--- config.mk ---
export PLATFORM = sky130hd
export DESIGN_NAME = cti_hist_mem
export DESIGN_NICKNAME = d
export VERILOG_FILES = /design/src/hw/rtl/cti_pkg.sv /design/src/hw/rtl/cti_hist_mem.sv
export SDC_FILE = /design/constraint.sdc
export NUM_CORES = 2
export LEC_CHECK = 0
export BUFFER_PORTS_ARGS = -buffer_cell sky130_fd_sc_hd__buf_2
export CORE_ASPECT_RATIO = 1.4
export CORE_UTILIZATION = 35
export DETAILED_ROUTE_END_ITERATION = 6
export HOLD_SLACK_MARGIN = 0.1
export PLACE_DENSITY = 0.56
export SYNTH_ARGS = -nofsm -noshare
export SYNTH_HDL_FRONTEND = slang
export SYNTH_SLANG_ARGS = --single-unit
--- constraint.sdc ---
create_clock -name i_clk -period 5.4 [get_ports i_clk]
set_clock_uncertainty 0.2 [all_clocks]
set_input_delay 0.54 -clock i_clk [delete_from_list [all_inputs] [get_ports i_clk]]
set_output_delay 0.54 -clock i_clk [all_outputs]
set_load 0.01 [all_outputs]
--- src/hw/rtl/cti_pkg.sv ---
`default_nettype none

package cti_pkg;

    // Build-time defaults for the top level
    localparam int MAX_CHANNELS_DEF = 16;
    localparam int MAX_ORDER_DEF    = 4;

    // Field widths
    localparam int SAMPLE_W   = 32;
    localparam int CHAN_W     = 4;
    localparam int VAL_W      = 48;
    localparam int ORDER_W    = 3;
    localparam int MASK_W     = 5;
    localparam int STEP_W     = 32;
    localparam int CCNT_W     = 5;
    localparam int CFG_DATA_W = 32;
    localparam int CFG_IDX_W  = 2;

    // One mask bit per codable order
    localparam int ORD_CNT = 1 << ORDER_W;

    // Sum of two values before scaling
    localparam int SUM_W = VAL_W + 1;

    typedef logic signed [VAL_W-1:0] t_val;

    localparam t_val VAL_MAX = {1'b0, {(VAL_W-1){1'b1}}};
    localparam t_val VAL_MIN = {1'b1, {(VAL_W-1){1'b0}}};

    // Configuration register indexes
    typedef enum logic [CFG_IDX_W-1:0] {
        REG_ORDER_MASK    = 2'd0,
        REG_HALF_STEP     = 2'd1,
        REG_ALWAYS_RESET  = 2'd2,
        REG_CHANNEL_COUNT = 2'd3
    } t_cfg_reg;

    localparam logic [MASK_W-1:0] ORDER_MASK_RST    = 5'd31;
    localparam logic [STEP_W-1:0] HALF_STEP_RST     = 32'h8000_0000;
    localparam logic              ALWAYS_RESET_RST  = 1'b0;
    localparam logic [CCNT_W-1:0] CHANNEL_COUNT_RST = 5'd1;

    // Sequencer states
    typedef enum logic [2:0] {
        ST_IDLE,
        ST_ORD0,
        ST_SUM,
        ST_MLO,
        ST_MHI,
        ST_ACC,
        ST_SAT,
        ST_UPD
    } t_state;

    // Steps of the scaling unit
    typedef enum logic [2:0] {
        SC_HOLD,
        SC_LOAD,
        SC_MLO,
        SC_MHI,
        SC_ACC,
        SC_SAT
    } t_scale_op;

endpackage

`default_nettype wire

--- src/hw/rtl/cti_hist_mem.sv ---
`default_nettype none

// History store: one write port, one registered read port
module cti_hist_mem #(
    parameter int DEPTH  = cti_pkg::MAX_CHANNELS_DEF * (cti_pkg::MAX_ORDER_DEF + 1),
    parameter int ADDR_W = $clog2(DEPTH),
    parameter int DATA_W = cti_pkg::VAL_W
) (
    input  logic              i_clk,
    input  logic              i_we,
    input  logic [ADDR_W-1:0] i_wr_addr,
    input  logic [DATA_W-1:0] i_wr_data,
    input  logic              i_re,
    input  logic [ADDR_W-1:0] i_rd_addr,
    output logic [DATA_W-1:0] o_rd_data
);

    logic [DATA_W-1:0] r_mem [DEPTH];
    logic [DATA_W-1:0] r_rd_data;

    always_ff @(posedge i_clk) begin
        if (i_we) begin
            r_mem[i_wr_addr] <= i_wr_data;
        end
        // read data holds until the next read
        if (i_re) begin
            r_rd_data <= r_mem[i_rd_addr];
        end
    end

    assign o_rd_data = r_rd_data;

endmodule

`default_nettype wire

; After elaboration in Yosys (flattened, before gate mapping)
; Memories as Yosys holds them, arrays and structs flattened. A register that Yosys moved wholly into a read port is not among the register bits.
; Index checks and enable logic that the tools add are counted.
; W data, S select, Z words.
[classes]
muxes = 2
[op_table]
columns = op, n
row1 = $mux W1, 2
[word_totals]
reg_bits = 0
mem_count = 1
ram_bits = 3840
[mem_list]
columns = memory, words, width, read_ports, rd_ports_with_merged_regs, write_ports, line_no
row1 = r_mem, 80, 48, 1, 1, 1, cti_hist_mem.sv:18  ; logic [DATA_W-1:0] r_mem [DEPTH];

; Depth between registers and ports, before layout
[logic_depth]
ltp_word = 2
depth_mapped = 12

; Worst setup path before layout
; Ideal clock, no wire load.
[synth_timing]
path_type = input-to-reg
from = input port i_wr_addr[5]
to = memory r_mem[48][0] (netlist name), enable pin
cell_stages = 5
arrival_ns = 4.383
path_slack_ns = 0.305
t_required_ns = 4.687
setup_ns = 0.513
path_cell_list = nor2b_1 > nand2_1 > nor2_1 > nand3b_1 > nor3_1
[synth_lines]
columns = item, line_no
row1 = "start, declared", cti_hist_mem.sv:11  ; input logic [ADDR_W-1:0] i_wr_addr,
row2 = "end, declared", cti_hist_mem.sv:18
; No word-level cell before the write port.

==> summary.md <==
| Metric | Value |
|---|---|
| Post-synthesis xor/xnor area fraction | 0 |
| Final Hold Viols | 0 |
| First-pass GRT wire length | 586 mm |
| Die X-Extent | 552 um |
| Ys Warns | 0 |
| Flop-to-flop setup slack | 2.32 ns |
| Tot Pwr | 60.6 mW |
| Largest family of logic cells by synthesized area | multiplexers |
| Filler cell count | 36.7k |
| CP Capture Type | flip-flop |
| Vias/cell | 5.53 |
| Seq/Total Area, Yosys | 0.786 |
| Unrepaired setup endpoints after global routing | false |
| Most frequent cells after synthesis | 3,888 x edfxtp_1, 823 x mux4_2, 436 x mux2i_1, 188 x nor2_1, 163 x nand2_1 |
| Mux cell area share after synthesis | 0.158 |
| Top cell type's share of synthesized area | 0.786 |
| CTS tree | built |
| Vias in the first global route | 73.8k |
| Hold path startpoint | i_wr_data[2] |
| Leak pwr | 52.7 nW |
| Post-synth EDFFs | 3,888 |
| Synth Register Bits | 3,888 |
| Root Driver | clkbuf_16 |
| GRT overflow | 0 |
| DRT antenna net count | 0 |
| Avg WL per Cell | 32.8 um |
| Largest net degree at the start of global routing | 81 |
| Share of cells above drive strength 1 | 0.256 |
| CTS buffer count | 352 |
| Hpwl dp | 238 mm |
| Worst R2R Start | r_mem[45][4] |
| # IOs | 113 |
| Drt first pass iters | 6 |
| Top post-synthesis cells by area | edfxtp_1 79%, mux4_2 12%, mux2i_1 2.9%, a22oi_1 0.80%, buf_2 0.50% |
| Mapped Nets | 6,737 |
| Sequential Power Share | 0.551 |
| Minimum clock period | 3.61 ns |
| Switching share of power | 0.214 |
| Sequential cell area | 117,000 um^2 |
| Synth Area in Compound Gates | 0.0268 |
| Final-report max-slew violation count | 0 |
| DIE AREA | 427,000 um^2 |
| Area of the multi-input gates | 30,400 um^2 |
| Final period util | 0.668 |
| Cell-internal power | 47.7 mW |
| Slew HR | 0.0759 |
| DRC | 0 |
| Netlist cell types | 44 |
| Max-Cap Viols | 0 |
| All-Layer GR Usage | 0.194 |
| CP Data Arrival Time | 4.08 ns |
| Worst Setup Path Type | in2reg |
| Row cnt | 282 |
| Cells after Synth | 6,672 |
| Clk network pwr share | 0.400 |
| Synth Area per Inst | 22.3 um^2 |
| Post-cts resize count | 0 |
| Final setup viols | 0 |
| Total net switching power | 13.0 mW |
| Simple-Gate Fraction of Synth Area | 0.0157 |
| Vias | 71.4k |
| Hold Crit Class | in2reg |
| Placeable Area | 422,000 um^2 |
| Pwr Density | 358 nW/um^2 |
| Worst setup SP type | input port |
| Worst hold stages | 2 |
| Comb power frac | 0.048 |
| Post-route cell area | 169,000 um^2 |
| IO buf count | 112 |
| Syn-to-layout area delta | 14.0% |
| Starting Density | 0.352 |
| Post-synthesis adder-cell area fraction | 0 |
| Die Span Y | 773 um |
| H-tree depth | 5 |
| Clock transition at path regs | 0.07 ns |
| Area leader, netlist | edfxtp_1 |
| Hold path endpoint | r_mem[47][2] |
| CTS Buffer Depth | 4 |
| Status | finished clean |
| Worst endpoint required time | 5.87 ns |
| Top-count cell post-synth | edfxtp_1 |
| Post-place instance area | 158,000 um^2 |
| Worst-Skew Late Latency | 0.94 ns |
| VDD IR-drop max | 0.000264 V |
| WL final | 423 mm |
| Initial antenna violation count | 26 |
| Iter 0 DRT Violations | 7,463 |
| Setup TNS | 0 ns |
| Async SR Flop Fraction | 0 |
| Mapped Area | 148,000 um^2 |
| Nets | 7,152 |
| Fmax | 277 MHz |
| Fin util | 0.401 |
| TritonCTS Sinks | 3,888 |
| Final GP Congestion | 0.803 |
| Worst reg2reg endpoint | o_rd_data[4] |
| Worst-margin pin slew | 1.38 ns |
| CP Max Fanout | 72 |
| Most used flip-flop cell after synthesis | edfxtp_1 |
| Reg2reg path depth | 4 |
-- cell usage in the layout (no fill, tap or decap), types with 87 or more instances in the layout --
| master | Yosys | layout |
|---|---|---|
| buf_12 | 0 | 93 |
| edfxtp_1 | 3888 | 3888 |
| a22oi_1 | 159 | 159 |
| clkinv_1 | 0 | 87 |
| nand2_1 | 163 | 163 |
| buf_4 | 44 | 217 |
| mux2i_1 | 436 | 436 |
| mux4_2 | 823 | 823 |
| buf_2 | 149 | 105 |
| nor2_1 | 188 | 107 |
| a21oi_1 | 126 | 126 |
| clkbuf_16 | 0 | 361 |
-- registers in the layout, summed over array words and instances (netlist names) --
| signal | cells |
|---|---|
| o_rd_data | 48 |
| r_mem | 3840 |
-- worst max-delay path, cell delays in order --
cell	delay, ns
buf_12	0.36
buf_12	0.31
buf_4	0.47
mux2i_1	1.05
o2111ai_1	0.46
a32o_1	0.36
-- logic make-up (layout without fill, tap and decap cells) --
family / Yosys count / after routing
AND/OR/NAND/NOR: 526 / 526
other: 0 / 7
buffers and inverters: 378 / 1064
multiplexers: 1311 / 1311
flip-flops: 3888 / 3888
AO/OA/AOI/OAI: 569 / 569
-- metrics by stage --
step	setup slack (ns)	hold WS, ns	cells
finish	1.79	0.110	12900
global route	1.95	0.130	12900
CTS	1.99	0.105	12900
detailed placement	1.02	0.720	12300
global placement	1.05	0.695	12300
floorplan	0.305	0.439	6672
-- per-layer routing --
metal  GRT usage  up-vias  routed length, um
met2       0.360     2375             227000
li1            -    29000                  -
met4      0.0574       10              12600
met5           0        -                 68
met1       0.235    39400             160000
met3      0.0259      546              22100
-- cell type report --
type	instances	share of cell area
Clock buffer	408	0.0544
Sequential cell	3888	0.690
Multi-Input combinational cell	2406	0.180
Clock inverter	217	0.00993
Antenna cell	7	0.000103
Inverter	6	0.000155
Tap cell	5538	0.0409
Timing Repair Buffer	433	0.0249
-- power groups by stage --
stage | Combinational (mW) | Clock (mW) | Sequential [mW]
detailed placement | 2.96 | 0 | 34.1
global route | 3.10 | 25.7 | 33.4
CTS | 2.98 | 24.7 | 33.4
floorplan | 1.59 | 0 | 34.1
finish | 2.93 | 24.3 | 33.4
global placement | 2.92 | 0 | 34.1
-- how the worst max path moves through the flow --
stage / start / end / slack, ns
after floorplan: i_wr_addr[5] / r_mem[48][0] / 0.30
after global placement: i_rd_addr[1] / o_rd_data[4] / 1.05
after detailed placement: i_rd_addr[0] / o_rd_data[4] / 1.02
after CTS: i_rd_addr[0] / o_rd_data[4] / 1.99
after global routing: i_wr_addr[2] / r_mem[37][10] / 1.95
final: i_rd_addr[0] / o_rd_data[4] / 1.79
-- what timing repair did --
| action | 4_1_cts | 5_1_grt |
|---|---|---|
| setup buffers | 0 | 0 |
| endpoints found under the hold margin | 155 | 0 |
| hold buffers | 15 | 0 |
| endpoints found under the setup margin | 0 | 0 |
Note: power is estimated with default switching activity, not from simulation.
