**src/hw/rtl/cti_pkg.sv**
```systemverilog
`default_nettype none

package cti_pkg;

    // Build-time defaults for the top level
    localparam int MAX_CHANNELS_DEF = 16;
    localparam int MAX_ORDER_DEF    = 4;

    // Field widths
    localparam int SAMPLE_W   = 32;
    localparam int CHAN_W     = 4;
    localparam int VAL_W      = 48;
    localparam int ORDER_W    = 3;
    localparam int MASK_W     = 5;
    localparam int STEP_W     = 32;
    localparam int CCNT_W     = 5;
    localparam int CFG_DATA_W = 32;
    localparam int CFG_IDX_W  = 2;

    // One mask bit per codable order
    localparam int ORD_CNT = 1 << ORDER_W;

    // Sum of two values before scaling
    localparam int SUM_W = VAL_W + 1;

    typedef logic signed [VAL_W-1:0] t_val;

    localparam t_val VAL_MAX = {1'b0, {(VAL_W-1){1'b1}}};
    localparam t_val VAL_MIN = {1'b1, {(VAL_W-1){1'b0}}};

    // Configuration register indexes
    typedef enum logic [CFG_IDX_W-1:0] {
        REG_ORDER_MASK    = 2'd0,
        REG_HALF_STEP     = 2'd1,
        REG_ALWAYS_RESET  = 2'd2,
        REG_CHANNEL_COUNT = 2'd3
    } t_cfg_reg;

    localparam logic [MASK_W-1:0] ORDER_MASK_RST    = 5'd31;
    localparam logic [STEP_W-1:0] HALF_STEP_RST     = 32'h8000_0000;
    localparam logic              ALWAYS_RESET_RST  = 1'b0;
    localparam logic [CCNT_W-1:0] CHANNEL_COUNT_RST = 5'd1;

    // Sequencer states
    typedef enum logic [2:0] {
        ST_IDLE,
        ST_ORD0,
        ST_SUM,
        ST_MLO,
        ST_MHI,
        ST_ACC,
        ST_SAT,
        ST_UPD
    } t_state;

    // Steps of the scaling unit
    typedef enum logic [2:0] {
        SC_HOLD,
        SC_LOAD,
        SC_MLO,
        SC_MHI,
        SC_ACC,
        SC_SAT
    } t_scale_op;

endpackage

`default_nettype wire

```
**src/hw/rtl/cti_scale.sv**
```systemverilog
`default_nettype none

// Trapezoid product: round(|xn + xo| * factor / 2^32) with sign, saturated.
// One 25x32 multiplier, used for the low and then the high half of the sum.
module cti_scale (
    input  logic                          i_clk,
    input  cti_pkg::t_scale_op            i_op,
    input  cti_pkg::t_val                 i_xn,
    input  cti_pkg::t_val                 i_xo,
    input  logic [cti_pkg::STEP_W-1:0]    i_factor,
    output cti_pkg::t_val                 o_t
);
    import cti_pkg::*;

    localparam int LO_W    = 24;
    localparam int HI_W    = SUM_W - LO_W;
    localparam int PLO_W   = LO_W + STEP_W;
    localparam int PROD_W  = HI_W + STEP_W;
    localparam int ACC_W   = PROD_W + LO_W;
    localparam logic [ACC_W-1:0] ROUND_HALF = ACC_W'(1) << (STEP_W - 1);

    logic [SUM_W-1:0]  sum_w;
    logic [HI_W-1:0]   mul_a;
    logic [PROD_W-1:0] mul_p;
    logic [ACC_W-1:0]  acc;
    t_val              sat_t;

    logic              r_neg;
    logic [SUM_W-1:0]  r_mag;
    logic [PLO_W-1:0]  r_plo;
    logic [PROD_W-1:0] r_phi;
    logic [VAL_W-1:0]  r_q;
    t_val              r_t;

    assign sum_w = {i_xn[VAL_W-1], i_xn} + {i_xo[VAL_W-1], i_xo};

    // shared multiplier
    assign mul_a = (i_op == SC_MLO) ? HI_W'(r_mag[LO_W-1:0]) : r_mag[SUM_W-1:LO_W];
    assign mul_p = PROD_W'(mul_a) * PROD_W'(i_factor);

    // recombine halves and round half up on the magnitude
    assign acc = {r_phi, {LO_W{1'b0}}} + ACC_W'(r_plo) + ROUND_HALF;

    // apply sign and clamp to 48 bits
    always_comb begin
        if (!r_neg) begin
            sat_t = r_q[VAL_W-1] ? VAL_MAX : t_val'(r_q);
        end else if (r_q[VAL_W-1] && (|r_q[VAL_W-2:0])) begin
            sat_t = VAL_MIN;
        end else begin
            sat_t = t_val'(-r_q);
        end
    end

    always_ff @(posedge i_clk) begin
        case (i_op)
            SC_LOAD: begin
                r_neg <= sum_w[SUM_W-1];
                r_mag <= sum_w[SUM_W-1] ? (~sum_w + SUM_W'(1)) : sum_w;
            end
            SC_MLO: r_plo <= mul_p[PLO_W-1:0];
            SC_MHI: r_phi <= mul_p;
            SC_ACC: r_q   <= acc[STEP_W +: VAL_W];
            SC_SAT: r_t   <= sat_t;
            default: ;
        endcase
    end

    assign o_t = r_t;

endmodule

`default_nettype wire

```
**config.mk**
```make
export PLATFORM = sky130hd
export DESIGN_NAME = cti_scale
export DESIGN_NICKNAME = d
export VERILOG_FILES = /design/src/hw/rtl/cti_pkg.sv /design/src/hw/rtl/cti_scale.sv
export SDC_FILE = /design/constraint.sdc
export NUM_CORES = 2
export LEC_CHECK = 0
export ABC_CLOCK_PERIOD_IN_PS = 12750
export CAP_MARGIN = 20
export CORE_MARGIN = 10
export CORE_UTILIZATION = 55
export CTS_CLUSTER_SIZE = 14
export DETAILED_ROUTE_END_ITERATION = 12
export DONT_BUFFER_PORTS = 1
export PLACE_DENSITY = 0.7
export SETUP_SLACK_MARGIN = 0.05
export SLEW_MARGIN = 20
export SYNTH_ARGS = -nofsm -noshare
export SYNTH_HDL_FRONTEND = slang
export SYNTH_SLANG_ARGS = --single-unit
```
**constraint.sdc**
```tcl
create_clock -name i_clk -period 12.75 [get_ports i_clk]
set_input_delay 0.6375 -clock i_clk [delete_from_list [all_inputs] [get_ports i_clk]]
set_output_delay 0.6375 -clock i_clk [all_outputs]
set_load 0.02 [all_outputs]
```
After elaboration in Yosys (flattened, before gate mapping)
Index checks and enable logic that the tools add are counted.
{ "totals": {"regBits": 258, "inputBits": 132, "word_cells": 26} }
{ "classes": {"bitwise_logic": 1, "eq_ne": 5, "muxes": 5, "reduce_logical": 2, "n_addsub": 5, "n_mul": 1} }
{ "op_table": {"columns": ["op", "count"], "rows": [
  ["2-to-1 mux 48 bit", 3],
  ["adder 80 x 32 -> 80 bit, second input constant", 1],
  ["adder 80 x 56 -> 80 bit", 1],
  ["multiplier 25 x 32 -> 56 bit", 1],
  ["adder 48 x 48 -> 49 bit", 1],
  ["adder 49 x 1 -> 49 bit, second input constant", 1],
  ["inverter 49 bit", 1],
  ["negator 48 bit", 1],
  ["2-to-1 mux 47 bit", 1],
  ["OR reduction 47 bit", 1],
  ["2-to-1 mux 25 bit", 1],
  ["equality test 3 x 2 -> 1 bit, second input constant", 2],
  ["equality test 3 bit, second input constant", 2],
  ["equality test 3 x 1 -> 1 bit, second input constant", 1],
  ["logical AND 1 bit", 1]
]} }

Longest topological paths before layout
{ "depth": {"word_depth": 4, "depth_mapped": 32} }

Worst setup path before layout
Ideal clock, no wire load.
{ "synth_timing": {"path_kind": "in2reg", "from": "in i_op[0]", "to": "reg r_phi[44] (data pin)", "path_slack_ns": 2.779, "arrival_ns": 9.702, "path_buffers": 2, "stages": 26, "setup_time_ns": 0.269, "t_required_ns": 12.481, "cell_sequence": "nor3b_1 clkbuf_1 mux2i_1 clkbuf_1 nor2b_1 fa_1 fa_1 inv_1 fa_1 fa_1 inv_1 fa_1 fa_1 fa_1 ha_1 a21oi_1 o21ai_0 or2_2 a2111oi_0 o21ai_0 a31o_2 and2_1 a31o_2 a211oi_1 o21ai_0 xor2_1"} }
{ "synth_via": {"elab_chain_cells": 3} }
{ "synth_lines": {"columns": ["element", "line", "rtl"], "rows": [
  ["start: declaration", "cti_scale.sv:7", "input cti_pkg::t_scale_op i_op,"],
  ["equality test 3 x 2 -> 1 bit", "cti_scale.sv:38", "assign mul_a = (i_op == SC_MLO) ? HI_W'(r_mag[LO_W-1:0]) : r_mag[SUM_W-1:LO_W];"],
  ["2-to-1 mux 25 bit", "cti_scale.sv:38", null],
  ["multiplier 25 x 32 -> 56 bit", "cti_scale.sv:39", "assign mul_p = PROD_W'(mul_a) * PROD_W'(i_factor);"],
  ["via mul_p[44]", "cti_scale.sv:24", "logic [PROD_W-1:0] mul_p;"],
  ["end signal: assignment", "cti_scale.sv:62", "SC_MHI: r_phi <= mul_p;"],
  ["end: declaration", "cti_scale.sv:31", "logic [PROD_W-1:0] r_phi;"]
]} }
The timed path passes the listed nets, and every way through them passes these cells.
A chain may end at the register's enable or synchronous reset.

Worst setup path after layout
{ "layout_timing": {"from": "in i_op[0]", "to": "reg r_plo[44] (data pin)"} }
{ "layout_via": {"elab_chain_cells": 3} }
{ "layout_lines": {"columns": ["element", "line", "rtl"], "rows": [
  ["equality test 3 x 2 -> 1 bit", "cti_scale.sv:38", null],
  ["2-to-1 mux 25 bit", "cti_scale.sv:38", null],
  ["multiplier 25 x 32 -> 56 bit", "cti_scale.sv:39", null],
  ["via mul_p[44]", "cti_scale.sv:24", null],
  ["end signal: assignment", "cti_scale.sv:61", "SC_MLO: r_plo <= mul_p[PLO_W-1:0];"],
  ["end: declaration", "cti_scale.sv:30", "logic [PLO_W-1:0] r_plo;"]
]} }
The timed path passes the listed nets, and every way through them passes these cells.

==> results.py <==
metrics = {
    "layout": {
        "nNetsFinal": 5206,
        "final_cell_mix": "inv_1, fa_1, nand2_1",
        "final_common_cell": "inv_1",
        "area_growth_pct": 3.28,
        "drive_gt1_frac": 0.0288,
        "fill_cells": 6432,
    },
    "timing": {
        "grt_setup_unrepaired": "false",
        "tightest_slew_ps": 1180,
        "min_period_ps": 9800,
        "setup-tns-final_ps": 0,
        "slew_headroom": 0.190,
        "hold_ws_ps": 372,
        "fmax_mhz": 102,
        "finalSetupViolations": 0,
        "hold_viol_final": 0,
        "fin_skew_ps": 21.2,
        "slew_violations": 0,
        "period_share": 0.769,
    },
    "cts": {
        "clockBufferDepth": 3,
        "cts_tree": "yes",
        "cts_sinks": 234,
        "post_cts_resized": 0,
        "clk_pin_slew_ps": 70,
        "cts_max_level": 1,
        "numCtsBuffers": 23,
        "clkLatencyLatePin_ps": 520,
        "cts_setup_buffers": 0,
        "cts_root_buf": "clkbuf_16",
        "holdBufCountCts": 0,
    },
    "synth": {
        "ys_seq_elements": 234,
        "synthArstFlopShare": 0,
        "synth-simple-area-share": 0.167,
        "synthFlopType": "edfxtp_1",
        "yosysWarningCount": 0,
        "synth-xor-area-share": 0.0397,
        "synth_top_family_by_area": "adder cells",
        "synth_cells": 4239,
        "syn-num-nets": 5357,
        "syn_area_per_cell_sq_um": 9.52,
        "yosys.area.top_type": "fa_1",
        "yosys.area_share.adder": 0.434,
        "synth_compound_area_frac": 0.0912,
        "synth.top_cell.area_share": 0.341,
        "synth.area.top_cells": "fa_1, edfxtp_1, ha_1",
        "synth_edf_count": 234,
        "muxShareOfSynthArea": 0.00732,
        "synthesis.area_sq_um": 40400,
        "synth.distinct_cells": 72,
        "seq_area_frac_synth": 0.174,
    },
    "route": {
        "drc": 0,
        "firstDrtPassIters": 5,
        "drt_iter0_markers": 2211,
        "wire_per_inst_microns": 20.4,
        "final_antenna_net_count": 0,
        "drt_wl_total_mm": 103,
        "drt-vias-per-instance": 5.78,
        "vias": 29200,
    },
    "die": {
        "initial_core_util": 0.554,
        "rows": 99,
        "ios": 180,
        "fp.dieArea_sq_um": 84600,
        "core_area_sq_um": 72800,
        "die_h_microns": 291,
        "die_w_microns": 291,
    },
    "global_route": {
        "grtUsageTotal": 0.245,
        "antenna_found_initial": 1,
        "grt_start_max_net_pins": 62,
        "grt_pass1_wl_mm": 167,
        "grt.overflow.total": 0,
        "grt_pass1_vias": 30800,
    },
    "worst_setup_path": {
        "cp-start-kind": "primary input",
        "cp.arrival_ps": 10040,
        "worstSetupPathType": "in2reg",
        "cp-end-kind": "register",
        "cp.required_ps": 12990,
        "cp_slowest_cell": "a2111oi_0",
        "cp_common_cell": "fa_1",
        "critPathMaxFanout": 57,
        "critPathMaxStageDelay_ps": 1010,
    },
    "placed_design": {
        "gp_congestion": 0.905,
        "port_buffers": 0,
        "hpwl_mm": 81.5,
    },
    "min_path": {
        "hold_class": "in2reg",
    },
    "run_status": {
        "status": "finished clean",
    },
    "flow_run": {
        "drv_cap": 0,
    },
}
==> final cells by class <==
type | instances | area [sq um] | area share
multi-input combinational | 3081 | 29900 | 0.718
antenna | 1 | 2.50 | 0.0000600
clock buffer | 25 | 583 | 0.0140
tap | 959 | 1200 | 0.0288
sequential | 234 | 7030 | 0.169
inverter | 726 | 2730 | 0.0654
clock inverter | 12 | 68.8 | 0.00165
timing repair buffer | 22 | 165 | 0.00396
==> state kept, by name, indices dropped and copies added (netlist names) <==
register and cells:
o_t 48, r_mag 49, r_neg 1, r_phi 56, r_plo 32, r_q 48
==> worst max-delay path: cells and delay by family <==
kind | cells | cell delay, ps
XOR/XNOR | 1 | 180
adder cells (fa/ha/maj) | 8 | 3680
buffers and inverters | 4 | 1200
multiplexers | 1 | 730
AND/OR/NAND/NOR | 4 | 750
AO/OA/AOI/OAI | 8 | 2790
==> cells in the mapped netlist, types with 24 or more instances <==
library cell  count
a21o_1           66
a21oi_1         152
and2_1          320
clkbuf_1        189
edfxtp_1        234
fa_1            687
ha_1            299
inv_1           725
nand2_1         500
nand2b_1         32
nand3_1          34
nand4_1          24
nor2_1          132
nor2b_1         141
nor3_1           43
o21a_1           32
o21ai_0          96
o311ai_1         27
xnor2_1         113
xor2_1           70
==> cell families after synthesis <==
kind of cell,after synthesis
simple gates,1332
fa+ha+maj,986
buf+inv,924
compound gates,553
flops,234
xor+xnor,183
mux,27
==> per-stage QoR <==
stage	util	setup WS, ps	cells	area [sq um]
floorplan	-	2780	4239	40400
global placement	0.563	2800	5022	41000
detailed placement	0.563	2610	5022	41000
CTS	0.572	3100	5059	41700
global route	0.572	2520	5059	41700
finish	0.572	2950	5060	41700
==> routing by layer <==
layer  track usage  part of all wire
met1         0.318              0.41
met2         0.417              0.49
met3        0.0414             0.070
met4        0.0668             0.030
met5             0                 0
==> final timing paths <==
check	start	end	slack, ps	depth (start not counted)
worst min-delay path	i_factor[0]	r_phi[0]	370	1
worst max-delay path	i_op[0]	r_plo[44]	2950	26
worst min register to register	r_phi[55]	r_q[47]	570	1
worst max register to register	r_mag[25]	r_plo[44]	3620	24
Power is not shown: default switching activity piles up to over one toggle a cycle in this logic, so the estimate is an artifact.
